**src/design/cbps_queue.sv**
```systemverilog
// Small first-in first-out queue between the front and the back of the sampler.
module cbps_queue #(
  parameter int WIDTH = 8,
  parameter int DEPTH = 2
) (
  input  logic             clk_i,
  input  logic             rst_ni,
  input  logic             push_i,
  input  logic [WIDTH-1:0] data_i,
  output logic             full_o,
  input  logic             pop_i,
  output logic             valid_o,
  output logic [WIDTH-1:0] data_o
);

  localparam int AW = (DEPTH > 1) ? $clog2(DEPTH) : 1;
  localparam int CW = $clog2(DEPTH + 1);

  logic [WIDTH-1:0] mem_q [DEPTH];
  logic [AW-1:0]    wr_ptr_q, rd_ptr_q;
  logic [CW-1:0]    count_q;
  logic             do_push, do_pop;

  assign full_o  = (count_q == CW'(DEPTH));
  assign valid_o = (count_q != '0);
  assign do_push = push_i && !full_o;
  assign do_pop  = pop_i && valid_o;
  assign data_o  = mem_q[rd_ptr_q];

  always_ff @(posedge clk_i or negedge rst_ni) begin
    if (!rst_ni) begin
      wr_ptr_q <= '0;
      rd_ptr_q <= '0;
      count_q  <= '0;
    end else begin
      if (do_push) begin
        wr_ptr_q <= (wr_ptr_q == AW'(DEPTH - 1)) ? '0 : wr_ptr_q + 1'b1;
      end
      if (do_pop) begin
        rd_ptr_q <= (rd_ptr_q == AW'(DEPTH - 1)) ? '0 : rd_ptr_q + 1'b1;
      end
      case ({do_push, do_pop})
        2'b10:   count_q <= count_q + 1'b1;
        2'b01:   count_q <= count_q - 1'b1;
        default: count_q <= count_q;
      endcase
    end
  end

  always_ff @(posedge clk_i) begin
    if (do_push) begin
      mem_q[wr_ptr_q] <= data_i;
    end
  end

endmodule

```
**config.mk**
```make
export PLATFORM = sky130hd
export DESIGN_NAME = cbps_queue
export DESIGN_NICKNAME = d
export VERILOG_FILES = /design/src/design/cbps_queue.sv
export SDC_FILE = /design/constraint.sdc
export NUM_CORES = 1
export LEC_CHECK = 0
export ABC_AREA = 1
export BUFFER_PORTS_ARGS = -buffer_cell sky130_fd_sc_hd__buf_4
export CORE_MARGIN = 2
export CORE_UTILIZATION = 30
export CTS_CLUSTER_SIZE = 12
export DETAILED_ROUTE_END_ITERATION = 10
export PLACE_DENSITY_LB_ADDON = 0.3
export SLEW_MARGIN = 20
export SYNTH_ARGS = -nofsm -noshare
export SYNTH_HDL_FRONTEND = slang
export SYNTH_SLANG_ARGS = --single-unit
export TNS_END_PERCENT = 50
```
**constraint.sdc**
```tcl
create_clock -name clk_i -period 1.5 [get_ports clk_i]
set_input_delay 0.225 -clock clk_i [delete_from_list [all_inputs] [get_ports clk_i]]
set_output_delay 0.225 -clock clk_i [all_outputs]
set_load 0.1 [all_outputs]
```
==> reports/summary.json <==
{
  "status": "finished, final reports clean",
  "timing.clock.skew_ps": 8.31,
  "antenna_found_initial": 0,
  "pin_count": 22,
  "root_buffer": "sky130_fd_sc_hd__clkbuf_4",
  "drt_iter0_drc": 20,
  "syn_area_per_cell_um2": 11.2,
  "grt_overflow_total": 0,
  "timing.setup.tns_ps": 0,
  "synth.yosys.seq_area_share_pct": 71.2,
  "synth.cell_area_um2": 816,
  "cts_htree_levels": 1,
  "most_instantiated_library_cell_after_synthesis": "sky130_fd_sc_hd__nand2_1",
  "port_buffers": 21,
  "clock_path_buffers": 2,
  "rsz0062_at_grt": "true",
  "post_route_cells_drive_above_1_share_pct": 51.5,
  "worst_setup_hold_path_clk_slew_ps": 120,
  "summed_area_of_non_filler_cells_in_the_final_layout_um2": 1270,
  "finalSetupViolations": 0,
  "multi_input_area_um2": 245,
  "postSynth.asyncResetShare_pct": 20.0,
  "hold_path_class": "in -> reg",
  "dr.pass1.iters": 4,
  "dominantRegCellSynth": "sky130_fd_sc_hd__edfxtp_1",
  "dp.final_hpwl_mm": 1.05,
  "post-route-min-period_ps": 1470,
  "dieHeight_um": 56.1,
  "synth-warning-count": 0,
  "tritoncts.num_buffers": 3,
  "relSlewSlack_pct": 78.2,
  "final.fill_count": 236,
  "synth.area.top_cells": "sky130_fd_sc_hd__edfxtp_1, sky130_fd_sc_hd__nand2_1, sky130_fd_sc_hd__dfrtp_1",
  "clock_tree_from_tritoncts": "yes",
  "timing_worst_slew_pin_value_ps": 326,
  "critical_path_peak_fanout": 6,
  "critPathRequiredTime_ps": 1270,
  "achievable-frequency_mhz": 679,
  "synth_nets": 86,
  "post_drt_wl_per_cell_um": 11.1,
  "yosys.cell_types.count": 14,
  "worst_setup_path_start_kind": "register",
  "wire_length_of_the_first_global_routing_pass_mm": 2.46,
  "critical_path_arrival_ps": 1250,
  "routed_via_density": 4.40,
  "worst_setup_path_end_kind": "output pin",
  "post_layout_nonfiller_instances": 133,
  "number_of_enable_flip_flop_cells_after_synthesis": 16,
  "gp_congestion": 0.781,
  "yosys.area.top_type": "sky130_fd_sc_hd__edfxtp_1",
  "yosys-top-cells-count": "sky130_fd_sc_hd__nand2_1, sky130_fd_sc_hd__edfxtp_1, sky130_fd_sc_hd__inv_1, sky130_fd_sc_hd__dfrtp_1",
  "final_core_utilization_pct": 50.2,
  "antenna_cells": 0,
  "synth_cells": 73,
  "postRouteAntennaNets": 0,
  "area_enclosed_by_the_die_boundary_um2": 3150,
  "final-seq-area_um2": 583,
  "ys_seq_elements": 20,
  "die_x_um": 56.1,
  "numClockSinks": 20,
  "grt_usage_pct": 10.4,
  "dpl-instance-area_um2": 1040,
  "floorplan.rows": 18,
  "initial_util_pct": 32.3,
  "detailroute.via_count": 585,
  "report.final.slew_viol_count": 0,
  "route.final.wire_length_mm": 1.47,
  "max_cap_violations": 0,
  "first_global_vias": 544,
  "dp.cells": 125,
  "timing_hold_violations_final": 0,
  "finalNetCount": 117,
  "core_area_um2": 2520,
  "drcViolationCount": 0,
  "grt_start_max_net_pins": 13,
  "timing.final.crit_share_pct": 98.2,
  "yosysTopAreaCellShare_pct": 58.9,
  "setup.worst_path.class": "reg -> out",
  "area_delta_synth_final_pct": 55.2,
  "insertion_delay_ps": 300
}
## registers in the layout (all words and copies together), names as in the netlist
register	cells
count_q	2
rd_ptr_q	1
mem_q	16
wr_ptr_q	1
## layer usage
layer / vias up / GRT usage (%) / routed length (µm)
met3: 4 / 4.88 / 109
li1: 294 / - / -
met5: - / 0 / 0
met4: 0 / 4.08 / 21
met1: 267 / 12.0 / 609
met2: 20 / 16.6 / 733
## final cells by class
cell class | count | area share [%]
Multi-Input combinational cell | 43 | 19.4
Sequential cell | 20 | 46.0
Clock buffer | 3 | 1.78
Inverter | 9 | 3.06
Clock inverter | 1 | 2.37
Timing Repair Buffer | 27 | 24.4
Tap cell | 30 | 2.96
## cells by family after synthesis
group | count (synthesis) | share of synthesized area [%]
AND/OR/NAND/NOR | 40 | 20.1
buffers and inverters | 10 | 5.06
AO/OA/AOI/OAI | 1 | 1.07
adder cells (fa/ha/maj) | 1 | 1.53
flip-flops | 20 | 71.2
XOR/XNOR | 1 | 1.07
## layout by cell type (no fill, tap or decap), types with 2 or more instances in the layout
master / n
sky130_fd_sc_hd__nand3_1: 3
sky130_fd_sc_hd__dfrtp_2: 2
sky130_fd_sc_hd__nand2_2: 14
sky130_fd_sc_hd__buf_12: 8
sky130_fd_sc_hd__nand2_1: 19
sky130_fd_sc_hd__inv_2: 3
sky130_fd_sc_hd__clkbuf_4: 3
sky130_fd_sc_hd__buf_4: 17
sky130_fd_sc_hd__dfrtp_1: 2
sky130_fd_sc_hd__edfxtp_1: 16
sky130_fd_sc_hd__inv_1: 5
## repair_timing
item,4_1_cts,5_1_grt
gates resized for setup,21,21
hold buffers,1,0
setup endpoints to repair,9,8
hold endpoints to repair,4,0
setup buffers,1,2
pin swaps,0,1
## through the flow
step / hold slack, ps / setup slack [ps]
3_5_place_dp: 28.2 / 101
3_3_place_gp: 26.9 / 137
4_1_cts: 92.2 / -2.79
5_1_grt: 67.1 / -42.3
6_report: 97.0 / 27.6
2_1_floorplan: -70.6 / -22.0
## path summary, 6_finish.rpt
| check | startpoint | end | slack [ps] | depth (start not counted) |
|---|---|---|---|---|
| max in group asynchronous | rst_ni | count_q[0] | 1140 | 2 |
| min | data_i[2] | mem_q[1][2] | 100 | 1 |
| min reg2reg | wr_ptr_q | wr_ptr_q | 500 | 2 |
| max reg2reg | count_q[0] | count_q[1] | 110 | 9 |
| max | rd_ptr_q | data_o[7] | 30 | 4 |
| min in group asynchronous | rst_ni | rd_ptr_q | 230 | 2 |
## worst max-delay path, cell delays in order, from the launching register on
cell                      delay, ps
sky130_fd_sc_hd__dfrtp_2        480
sky130_fd_sc_hd__buf_6          160
sky130_fd_sc_hd__nand2_1         60
sky130_fd_sc_hd__nand2_2         70
sky130_fd_sc_hd__buf_12         160
Power is left out: the tool's default activity adds up to more than one toggle a clock period on the data nets, which glitch-free logic cannot reach.
