===== config.mk =====
export PLATFORM = sky130hd
export DESIGN_NAME = cbps_front
export DESIGN_NICKNAME = d
export VERILOG_FILES = /design/src/design/cbps_pkg.sv /design/src/design/cbps_front.sv
export SDC_FILE = /design/constraint.sdc
export NUM_CORES = 1
export LEC_CHECK = 0
export ABC_AREA = 1
export BUFFER_PORTS_ARGS = -buffer_cell sky130_fd_sc_hd__buf_2
export CAP_MARGIN = 0
export CELL_PAD_IN_SITES_DETAIL_PLACEMENT = 1
export CELL_PAD_IN_SITES_GLOBAL_PLACEMENT = 2
export CORE_MARGIN = 2
export CORE_UTILIZATION = 10
export CTS_CLUSTER_DIAMETER = 80
export DETAILED_ROUTE_END_ITERATION = 12
export HOLD_SLACK_MARGIN = 0.15
export MAX_ROUTING_LAYER = met4
export PLACE_DENSITY_LB_ADDON = 0.25
export SYNTH_ARGS = -nofsm -noshare
export SYNTH_HDL_FRONTEND = slang
export SYNTH_SLANG_ARGS = --single-unit
export TNS_END_PERCENT = 30

===== constraint.sdc =====
create_clock -name clk_i -period 1.7 [get_ports clk_i]
set_input_delay 0.17 -clock clk_i [delete_from_list [all_inputs] [get_ports clk_i]]
set_output_delay 0.17 -clock clk_i [all_outputs]
set_load 0.05 [all_outputs]

===== src/design/cbps_pkg.sv =====
// Shared constants, types and control structs of the cubic Bezier path sampler.
package cbps_pkg;

  localparam int CoordW        = 32;
  localparam int StepW         = 16;
  // The Bernstein weights carry three parameter factors, so they are Q0.48.
  localparam int FracW         = 3 * StepW;
  localparam int TdataW        = 3 * CoordW + StepW;
  localparam int DefCoordBits  = 32;
  localparam int DefMaxSamples = 64;
  localparam int QueueDepth    = 2;

  // Passes of the bit-serial setup multiplier.
  localparam logic [1:0] PassFirst  = 2'd0;
  localparam logic [1:0] PassSecond = 2'd1;
  localparam logic [1:0] PassLast   = 2'd2;

  typedef enum logic [1:0] {
    KIND_ANCHOR,
    KIND_HANDLE1,
    KIND_HANDLE2,
    KIND_SEGMENT
  } kind_e;

  typedef struct packed {
    logic       prep;
    logic       mul;
    logic [1:0] pass;
    logic       pass_end;
    logic       step_bit;
    logic       fin1;
    logic       fin2;
    logic       advance;
  } lane_ctrl_t;

endpackage


===== src/design/cbps_front.sv =====
// Input side: accepts control points, tracks the segment phase and classifies each point.
module cbps_front #(
  parameter int HELD_BITS = 32
) (
  input  logic                         clk_i,
  input  logic                         rst_ni,
  input  logic                         s_tvalid_i,
  output logic                         s_tready_o,
  input  logic [cbps_pkg::TdataW-1:0]  s_tdata_i,
  input  logic                         s_tuser_i,
  input  logic                         q_full_i,
  output logic                         q_push_o,
  output cbps_pkg::kind_e              q_kind_o,
  output logic [3*HELD_BITS-1:0]       q_point_o,
  output logic [cbps_pkg::StepW-1:0]   q_step_o
);
  import cbps_pkg::*;

  localparam logic [1:0] PhNone    = 2'd0;
  localparam logic [1:0] PhHandle1 = 2'd1;
  localparam logic [1:0] PhHandle2 = 2'd2;
  localparam logic [1:0] PhAnchor  = 2'd3;

  logic [1:0] phase_q, phase_d;
  logic       active_q, active_d;
  logic       accept, keep;
  kind_e      kind;

  assign s_tready_o = !q_full_i;
  assign accept     = s_tvalid_i && s_tready_o;

  always_comb begin
    phase_d  = phase_q;
    active_d = active_q;
    keep     = 1'b0;
    kind     = KIND_ANCHOR;
    if (s_tuser_i) begin
      // A path start always restarts the phase, dropping any open segment.
      keep     = 1'b1;
      kind     = KIND_ANCHOR;
      phase_d  = PhHandle1;
      active_d = 1'b1;
    end else if (active_q) begin
      unique case (phase_q)
        PhHandle1: begin
          keep    = 1'b1;
          kind    = KIND_HANDLE1;
          phase_d = PhHandle2;
        end
        PhHandle2: begin
          keep    = 1'b1;
          kind    = KIND_HANDLE2;
          phase_d = PhAnchor;
        end
        PhAnchor: begin
          keep    = 1'b1;
          kind    = KIND_SEGMENT;
          phase_d = PhHandle1;
        end
        default: begin
          keep = 1'b0;
        end
      endcase
    end
  end

  always_ff @(posedge clk_i or negedge rst_ni) begin
    if (!rst_ni) begin
      phase_q  <= PhNone;
      active_q <= 1'b0;
    end else if (accept) begin
      phase_q  <= phase_d;
      active_q <= active_d;
    end
  end

  // Coordinates are held at HELD_BITS: the low bits, read as a signed value.
  always_comb begin
    for (int c = 0; c < 3; c++) begin
      q_point_o[c*HELD_BITS +: HELD_BITS] = s_tdata_i[c*CoordW +: HELD_BITS];
    end
  end

  assign q_push_o = accept && keep;
  assign q_kind_o = kind;
  assign q_step_o = s_tdata_i[3*CoordW +: StepW];

endmodule


==> results of run 1 <==
## routing by layer
| layer | track usage (%) | vias up | part of all wire [%] |
|---|---|---|---|
| met5 | - | - | 0 |
| li1 | - | 135 | - |
| met4 | 3.98 | 0 | 12 |
| met2 | 2.31 | 49 | 40 |
| met1 | 2.03 | 161 | 31 |
| met3 | 1.78 | 42 | 17 |
## path summary, 6_finish.rpt
check / from / to / slack [ns] / cells after the start
setup / recovery: phase_q[0]$_DFFE_PN0P_ / q_kind_o[1] / 0.06 / 4
hold / removal: rst_ni / active_q$_DFFE_PN0P_ / 0.28 / 2
setup reg to reg: phase_q[0]$_DFFE_PN0P_ / phase_q[0]$_DFFE_PN0P_ / 0.44 / 4
hold reg to reg: active_q$_DFFE_PN0P_ / active_q$_DFFE_PN0P_ / 0.51 / 2
max in group asynchronous: rst_ni / phase_q[0]$_DFFE_PN0P_ / 1.30 / 2
min in group clk_i: q_full_i / phase_q[1]$_DFFE_PN0P_ / 0.30 / 4
## cell usage after synthesis
library cell	count
inv_2	1
or2_1	1
nor2_1	4
nand2_1	5
ha_1	5
buf_4	112
or2_2	1
nand3_1	5
inv_1	7
o21ai_1	1
nor3_1	1
dfrtp_1	3
nor3b_2	1
nor2_2	1
## sequential cells by signal (all words and copies together) (netlist names)
name / flops
active_q: 1
phase_q: 2
## where the power goes
group | switching [W] | internal [W]
registers | 0.0000380 | 0.000100
logic | 0.000267 | 0.000159
clock network | 0.0000479 | 0.000160
total | 0.000353 | 0.000419
## logic make-up (layout without fill, tap and decap cells)
| family | count (synthesis) | in the layout | synth area share [%] |
|---|---|---|---|
| buffers and inverters | 120 | 21 | 78.6 |
| adder cells (fa/ha/maj) | 5 | 5 | 5.64 |
| flip-flops | 3 | 3 | 6.77 |
| AND/OR/NAND/NOR | 19 | 19 | 8.58 |
| AO/OA/AOI/OAI | 1 | 1 | 0.451 |
## stage by stage
| step | utilization (%) | setup TNS [ns] | cell area, um^2 | instances |
|---|---|---|---|---|
| CTS | 5.11 | -0.00762 | 554 | 189 |
| global route | 5.25 | 0 | 569 | 189 |
| finish | 5.25 | 0 | 569 | 189 |
| global placement | 4.50 | 0 | 488 | 184 |
| detailed placement | 4.50 | 0 | 488 | 184 |
| floorplan | - | -0.0692 | 1110 | 148 |
## timing repair
item,CTS,global route
endpoints found under the hold margin,3,0
hold buffers,1,0
resized for setup,4,6
setup endpoints to repair,2,2
pin swaps,0,2
## final cells by class
type / instances / area (um^2)
flip-flops and latches: 3 / 77.6
repair buffers: 9 / 58.8
well taps: 140 / 175
inverters: 8 / 30.0
clock buffers: 4 / 45.0
multi-input cells: 25 / 183
fillers: 1316 / 10300
## cell usage in the layout (no fill, tap or decap), types with 2 or more instances in the layout
| cell type | netlist | final |
|---|---|---|
| inv_1 | 7 | 5 |
| nand3_1 | 5 | 5 |
| clkbuf_8 | 0 | 3 |
| dfrtp_2 | 0 | 2 |
| ha_1 | 5 | 3 |
| nand2_1 | 5 | 5 |
| buf_2 | 0 | 6 |
| nor2_1 | 4 | 4 |
| inv_2 | 1 | 3 |
## critical path: cells and delay by family, from the launching register on
family | cells | cell delay (ns)
AND/OR/NAND/NOR | 2 | 0.46
flip-flops | 1 | 0.43
adder cells (fa/ha/maj) | 1 | 0.21
buffers and inverters | 1 | 0.15
==> impl_metrics.json, run 1 <==
{
  "post_route_cells_drive_above_1_share_pct": 44.9,
  "cts_buf_count": 3,
  "core_area_um2": 10800,
  "hold_violations_final": 0,
  "final_min_period_over_clock_period_pct": 96.6,
  "number_of_antenna_violations_at_the_first_check_in_global_routing": 0,
  "ctsRootBufferMaster": "clkbuf_8",
  "rows": 38,
  "startpoint_type": "flop",
  "cts_sinks": 3,
  "wire_per_inst_um": 7.85,
  "dieHeight_um": 109,
  "worst_setup_path_type": "reg2out",
  "die_x_um": 109,
  "cts-htree-levels": 1,
  "ioPinCount": 233,
  "report.power.total_w": 0.000772,
  "ys_top_cells_by_area": "buf_4, dfrtp_1, ha_1",
  "critical_path.max_fanout": 5,
  "antenna_left": 0,
  "wl_um": 1480,
  "grt_pass1_wl_um": 2070,
  "clkTransAtPathRegs_ns": 0.03,
  "drcViolationCount": 0,
  "worst_pin_slew_ns": 0.283,
  "dp_hpwl_um": 1130,
  "dieArea_um2": 11900,
  "timing.clock.skew_ns": 0.0000628,
  "area_delta_synth_final_pct": -48.6,
  "crit_path_time_final_ns": 1.64,
  "ctsLongestPathBuffers": 2,
  "portBuffers": 8,
  "first_pass_iters": 2,
  "hp-class": "in2async",
  "hold_ws_ns": 0.281,
  "detailed_route_vias_per_instance": 2.05,
  "timing.final.max_slew_violations": 0,
  "max_freq_ghz": 0.609,
  "grt_setup_unrepaired": "no",
  "grt_max_degree": 6,
  "vdd_ir_drop_max_mv": 0.209,
  "finalSetupViolations": 0,
  "synthesis.yosys.warnings": 0,
  "grt_pass1_vias": 419,
  "nets": 172,
  "gpl.final_weighted_congestion": 0.677,
  "share_of_the_synthesized_area_in_the_top_cell_type_pct": 75.8,
  "ff_latch_count_synth": 3,
  "worst_ep_required_time_ns": 1.53,
  "effective_utilization_at_floorplan_pct": 10.2,
  "cp_cell_instances": "ha_2 > or2_2 > nor3b_2 > buf_6",
  "n_antenna_cell": 0,
  "total_leakage_power_nw": 0.216,
  "timing.critical_path.arrival_ns": 1.47,
  "cts_post_setup_buffers_inserted": 0,
  "max_stage_delay_ns": 0.43,
  "residual_overflow_from_global_routing": 0,
  "outcome": "finished, final reports clean",
  "yosysTopAreaCell": "buf_4",
  "pwr_density_cell_nw_per_um2": 1360,
  "synth-seq-area-share_pct": 6.77,
  "postLayoutSetupSlackWorst_ns": 0.0585,
  "critical_path.endpoint_type": "primary output",
  "place_worst_setup_slack_ns": 0.163,
  "synth.cell_area_um2": 1110,
  "synth_nets": 270,
  "crit_slowest_cell": "dfrtp_2",
  "worst_slew_margin_rel_pct": 81.3,
  "via_count_of_the_routed_design": 387,
  "grt.total_usage_pct": 2.33,
  "synth_cells": 148,
  "clock_latency_ns": 0.22,
  "synth_area_per_cell_um2": 7.49,
  "detail_route.iter0.violations": 4,
  "clock_tree_from_tritoncts": "yes",
  "drv_cap": 0,
  "synth.lib_cells_used.distinct": 14
}
No activity file was read; power rests on OpenSTA's default activity.
==> run 2: changes to the inputs <==
ABC_AREA = 0   (was 1)
CORE_ASPECT_RATIO = 1.4   (was not set)
==> run 2 against run 1 <==
Net effect:
- clock power rose by 81%
- via count up 4.4%
- clock skew up 0.0030 ns
==> impl_metrics.json, run 2 <==
{
  "largest-register": "phase_q",
  "timing.critical_path.arrival_ns": 1.41,
  "dieHeight_um": 128,
  "grt_pass1_wl_um": 2900,
  "timing.final.max_slew_violations": 0,
  "postLayoutSetupSlackWorst_ns": 0.122,
  "max_freq_ghz": 0.634,
  "timing.clock.skew_ns": 0.00303,
  "wirelength_met1_um": 438,
  "layout_common_cells": "nor2_1, buf_2, inv_1, ha_1, clkbuf_16",
  "nets": 166,
  "synth.cell_area_um2": 1100,
  "reg.largest.list": "phase_q x2, active_q x1",
  "effective_utilization_at_floorplan_pct": 10.2,
  "portBuffers": 8,
  "route.met3.wl_um": 415,
  "critical_path_buf_inv_count": 3,
  "cts-htree-levels": 1,
  "drv_cap": 0,
  "ctsRootBufferMaster": "clkbuf_16",
  "synthesis.yosys.warnings": 0,
  "outcome": "finished, final reports clean",
  "yosysTopAreaCell": "buf_4",
  "grt_max_degree": 7,
  "report.power.total_w": 0.000845,
  "synth_area_per_cell_um2": 7.73,
  "residual_overflow_from_global_routing": 0,
  "wire_per_inst_um": 11.9,
  "first_pass_iters": 2,
  "gpl.final_weighted_congestion": 0.596,
  "die_x_um": 92.5,
  "clkTransAtPathRegs_ns": 0.03,
  "worst_ep_required_time_ns": 1.53,
  "cp_cell_instances": "inv_1 > ha_2 > inv_1 > a21oi_1 > nor2_1 > clkbuf_4",
  "tns_ns": 0,
  "place_worst_setup_slack_ns": 0.189,
  "synth_cells": 142,
  "ioPinCount": 233,
  "layout_utilization_pct": 5.33,
  "critical_path.endpoint_type": "primary output",
  "worst_path_most_repeated_cell": "inv_1",
  "max_stage_delay_ns": 0.42,
  "core_area_um2": 10800,
  "total_leakage_power_nw": 0.203,
  "antenna_left": 0,
  "synth_ff_type": "dfrtp_1",
  "multiInputGateArea_um2": 174,
  "synth.lib_cells_used.distinct": 16,
  "grt.total_usage_pct": 3.84,
  "worst_path_dominant_cell_family": "flip-flops",
  "placed_cells_incl_taps": 179,
  "number_of_antenna_violations_at_the_first_check_in_global_routing": 0,
  "ff_latch_count_synth": 3,
  "yosysMostFrequentCell": "buf_4",
  "n_antenna_cell": 0,
  "crit_path_time_final_ns": 1.58,
  "register_area_um2": 76.3,
  "area_delta_synth_final_pct": -47.8,
  "critical_path.max_fanout": 5,
  "final_min_period_over_clock_period_pct": 92.8,
  "crit_slowest_cell": "dfrtp_1",
  "dp_hpwl_um": 1750,
  "wl_um": 2190,
  "via_count_of_the_routed_design": 404,
  "setup.reg_to_reg.worst_slack_ns": 0.20,
  "worst_setup_path_type": "reg2out",
  "startpoint_type": "flop",
  "dieArea_um2": 11800,
  "largest_register_ff_count": 2,
  "vdd_ir_drop_max_mv": 0.225,
  "finalSetupViolations": 0,
  "hp-class": "in2reg",
  "worst_slew_margin_rel_pct": 82.7,
  "cts_sinks": 3,
  "rows": 45,
  "worst_pin_slew_ns": 0.261,
  "highest-signal-layer": "met4",
  "synthTopCellsByCount": "buf_4, nor2_1, ha_1, inv_1, dfrtp_1",
  "clock_latency_ns": 0.23,
  "routed-wl-met2_um": 646,
  "grt_setup_unrepaired": "no",
  "synth_nets": 264,
  "count_of_flip_flops_with_a_built_in_enable_after_synthesis": 0,
  "synth-seq-area-share_pct": 6.84,
  "asyncSetResetFlopFracSynth_pct": 100,
  "ctsLongestPathBuffers": 2,
  "ys_top_cells_by_area": "buf_4, dfrtp_1, ha_1",
  "clock_tree_from_tritoncts": "yes",
  "detailed_route_vias_per_instance": 2.20,
  "post_route_cells_drive_above_1_share_pct": 37.2,
  "stdcell_count": 184,
  "layout.filler_cells": 1260,
  "share_of_the_synthesized_area_in_the_top_cell_type_pct": 76.6,
  "pwr_density_cell_nw_per_um2": 1480,
  "drcViolationCount": 0,
  "detail_route.iter0.violations": 10,
  "cts_buf_count": 3,
  "grt_pass1_vias": 486,
  "hold_violations_final": 0
}
-- run 2: logic make-up (layout without fill, tap and decap cells) --
logic type / count (synthesis) / in the layout / share of synthesized area, %
adders and majority gates: 5 / 5 / 5.70
and+or+nand+nor: 13 / 13 / 6.04
buffers and inverters: 116 / 17 / 78.0
AOI/OAI and AO/OA: 5 / 5 / 3.42
DFF: 3 / 3 / 6.84
-- run 2: stage by stage --
stage,hold slack (ns),cell area (um^2)
6_report,0.272,573
5_1_grt,0.288,573
4_1_cts,0.271,567
3_5_place_dp,-0.0132,478
3_3_place_gp,-0.0142,478
2_1_floorplan,-0.126,1100
-- run 2: worst register-to-register path, cell delays in order, from the launching register on --
cell,delay [ns]
dfrtp_1,0.42
inv_1,0.12
ha_2,0.29
o21ai_1,0.21
nor4_1,0.07
a221o_1,0.27
-- run 2: worst paths after layout --
path,cells after the start,from,to
setup / recovery,6,phase_q[1]$_DFFE_PN0P_,q_push_o
min in group asynchronous,2,rst_ni,phase_q[1]$_DFFE_PN0P_
setup reg to reg,5,phase_q[1]$_DFFE_PN0P_,phase_q[1]$_DFFE_PN0P_
hold / removal,2,s_tuser_i,active_q$_DFFE_PN0P_
hold reg to reg,1,active_q$_DFFE_PN0P_,active_q$_DFFE_PN0P_
max in group asynchronous,2,rst_ni,phase_q[0]$_DFFE_PN0P_
-- run 2: layout make-up --
type	instances	area share (%)
clock buffers	4	13.8
inverters	4	2.62
multi-input cells	23	30.3
flip-flops and latches	3	13.3
well taps	141	30.8
repair buffers	9	9.17
-- run 2: routing by layer --
metal / GRT usage (%) / up-vias
met4: 12.3 / 0
met5: - / -
met1: 1.96 / 134
met3: 1.88 / 88
met2: 3.39 / 56
li1: - / 126
-- run 2: repair_timing --
action	CTS	global route
buffers inserted	0	0
hold endpoints to repair	3	0
setup endpoints to repair	0	2
resized for setup	0	3
hold buffers	1	0
-- run 2: where the power goes --
group | internal (W) | total (W) | switching, W | leakage (nW)
Sequential | 0.0000975 | 0.000132 | 0.0000346 | 0.0309
Clock | 0.000310 | 0.000377 | 0.0000672 | 0.0382
Combinational | 0.000117 | 0.000336 | 0.000219 | 0.134
Total | 0.000524 | 0.000845 | 0.000321 | 0.203
==> run 3: changes to the inputs <==
CELL_PAD_IN_SITES_GLOBAL_PLACEMENT = 1   (was 2)
CORE_UTILIZATION = 13   (was 10)
==> run 3 against run 2 <==
Net effect:
- first-iteration DRC count down 100%
- clock power up 2%
- critical path depth unchanged
- wire length up 3.7%
- via count up 1.7%
- non-clock buffer count unchanged
- largest cell class is now multi-input gates
- largest power group unchanged
==> impl_metrics.json, run 3 (same netlist as run 2, synthesis figures left out) <==
{
  "max_freq_ghz": 0.630,
  "clock_latency_ns": 0.23,
  "worst_pin_slew_ns": 0.230,
  "worst_path_most_repeated_cell": "inv_1",
  "vdd_ir_drop_max_mv": 0.539,
  "hold_start": "s_tuser_i",
  "min_delay_worst_endpoint": "active_q$_DFFE_PN0P_",
  "tns_ns": 0,
  "effective_utilization_at_floorplan_pct": 13.4,
  "ioPinCount": 233,
  "cts_buf_count": 3,
  "clkTransAtPathRegs_ns": 0.03,
  "residual_overflow_from_global_routing": 0,
  "cts_post_setup_buffers_inserted": 0,
  "n_antenna_cell": 0,
  "crit_path_time_final_ns": 1.59,
  "layout_common_cells": "nor2_1, buf_2, ha_1",
  "wl_um": 2270,
  "drv_cap": 0,
  "timing.reg2reg.worst_path_depth": 5,
  "ctsRootBufferMaster": "clkbuf_16",
  "grt_pass1_vias": 468,
  "dieHeight_um": 113,
  "regToRegEndpoint": "phase_q[1]$_DFFE_PN0P_",
  "max_stage_delay_ns": 0.43,
  "post_route_cells_drive_above_1_share_pct": 39.5,
  "finalSetupViolations": 0,
  "portBuffers": 8,
  "grt_pass1_wl_um": 2950,
  "first_pass_iters": 1,
  "rows": 39,
  "number_of_antenna_violations_at_the_first_check_in_global_routing": 0,
  "largest_register_ff_count": 2,
  "timing.final.max_slew_violations": 0,
  "hold_violations_final": 0,
  "reg.largest.list": "phase_q x2, active_q x1",
  "ctsLongestPathBuffers": 2,
  "detail_route.iter0.violations": 0,
  "area_delta_synth_final_pct": -52.0,
  "via_count_of_the_routed_design": 411,
  "total_leakage_power_nw": 0.202,
  "die_x_um": 81.6,
  "worst_slew_margin_rel_pct": 84.5,
  "postLayoutSetupSlackWorst_ns": 0.113,
  "grt.met2_usage_pct": 4.97,
  "dieArea_um2": 9200,
  "clock_tree_from_tritoncts": "yes",
  "antenna_left": 0,
  "largest-register": "phase_q",
  "setup.reg_to_reg.worst_slack_ns": 0.24,
  "worst_ep_required_time_ns": 1.53,
  "grt.busiest_layer": "met4",
  "crit_slowest_cell": "dfrtp_2",
  "global_route.usage.met3_pct": 2.47,
  "drcViolationCount": 0,
  "worst_path_dominant_cell_family": "flip-flops",
  "nets": 166,
  "timing.clock.skew_ns": 0.00225,
  "critical_path.endpoint_type": "primary output",
  "startpoint_type": "flop",
  "grt.total_usage_pct": 4.80,
  "timing.critical_path.arrival_ns": 1.42,
  "whs_path_depth": 2,
  "layout_commonest_cell": "nor2_1",
  "outcome": "finished, final reports clean",
  "cts_sinks": 3,
  "critical_path.max_fanout": 6,
  "grt_max_degree": 7,
  "worst_setup_path_type": "reg2out",
  "cp_cell_instances": "inv_1 > ha_2 > inv_1 > a21oi_1 > nor2_1 > clkbuf_4",
  "pwr_density_cell_nw_per_um2": 1640,
  "detailed_route_vias_per_instance": 2.83,
  "grt_setup_unrepaired": "no",
  "core_area_um2": 8200,
  "wire_per_inst_um": 15.7,
  "final_min_period_over_clock_period_pct": 93.4,
  "place_worst_setup_slack_ns": 0.202,
  "hp-class": "in2reg",
  "cts-htree-levels": 1,
  "critical_path_buf_inv_count": 3,
  "gpl.final_weighted_congestion": 0.735,
  "grt.met1_usage_pct": 2.64,
  "r2r-start": "phase_q[0]$_DFFE_PN0P_"
}
==> run 3: worst max path at each step <==
stage                                 startpoint                     end  slack [ns]  cells past startpoint
after floorplan           phase_q[0]$_DFFE_PN0P_                q_push_o        0.09                      5
after global placement    phase_q[0]$_DFFE_PN0P_  phase_q[1]$_DFFE_PN0P_        0.25                      5
after detailed placement  phase_q[0]$_DFFE_PN0P_  phase_q[1]$_DFFE_PN0P_        0.20                      5
after CTS                 phase_q[0]$_DFFE_PN0P_             q_kind_o[1]       0.004                      4
after global routing      phase_q[0]$_DFFE_PN0P_                q_push_o       0.005                      6
final                     phase_q[0]$_DFFE_PN0P_                q_push_o        0.11                      6
==> run 3: final cells by class <==
| cell class | instances | area (um^2) |
|---|---|---|
| Tap cell | 102 | 128 |
| Multi-Input combinational cell | 23 | 174 |
| Sequential cell | 3 | 76.3 |
| Timing Repair Buffer | 9 | 55.1 |
| Clock buffer | 4 | 78.8 |
| Inverter | 4 | 15.0 |
| Fill cell | 998 | 7670 |
==> run 3: report_power, final <==
part	switching, W	total (W)	internal [W]
logic	0.000219	0.000343	0.000123
clock network	0.0000732	0.000384	0.000310
registers	0.0000379	0.000135	0.0000974
total	0.000331	0.000862	0.000531
==> run 3: per-layer routing <==
| metal | share of wire, % | up-vias |
|---|---|---|
| met1 | 19 | 145 |
| met2 | 33 | 57 |
| li1 | - | 125 |
| met4 | 29 | 0 |
| met5 | 0 | - |
| met3 | 19 | 84 |
==> run 3: stage by stage <==
| stage | total power [W] | cells | util (%) | instance area (um^2) | hold slack, ns |
|---|---|---|---|---|---|
| 6_report | 0.000862 | 145 | 6.43 | 527 | 0.260 |
| 3_5_place_dp | 0.000468 | 140 | 5.24 | 429 | -0.0146 |
| 4_1_cts | 0.000857 | 145 | 6.32 | 518 | 0.261 |
| 2_1_floorplan | 0.00109 | 142 | - | 1100 | -0.126 |
| 3_3_place_gp | 0.000457 | 140 | 5.24 | 429 | -0.0156 |
| 5_1_grt | 0.000924 | 145 | 6.43 | 527 | 0.286 |
==> run 3: worst reg2reg max path, stage by stage, from the launching register on <==
cell	delay (ns)
dfrtp_2	0.43
inv_1	0.11
ha_2	0.29
o21ai_1	0.19
nor4_1	0.07
a221o_1	0.25
==> run 3: timing repair <==
| item | in CTS | in global routing |
|---|---|---|
| setup endpoints to repair | 0 | 2 |
| hold endpoints to repair | 3 | 0 |
| hold buffers | 1 | 0 |
| resized for setup | 0 | 5 |
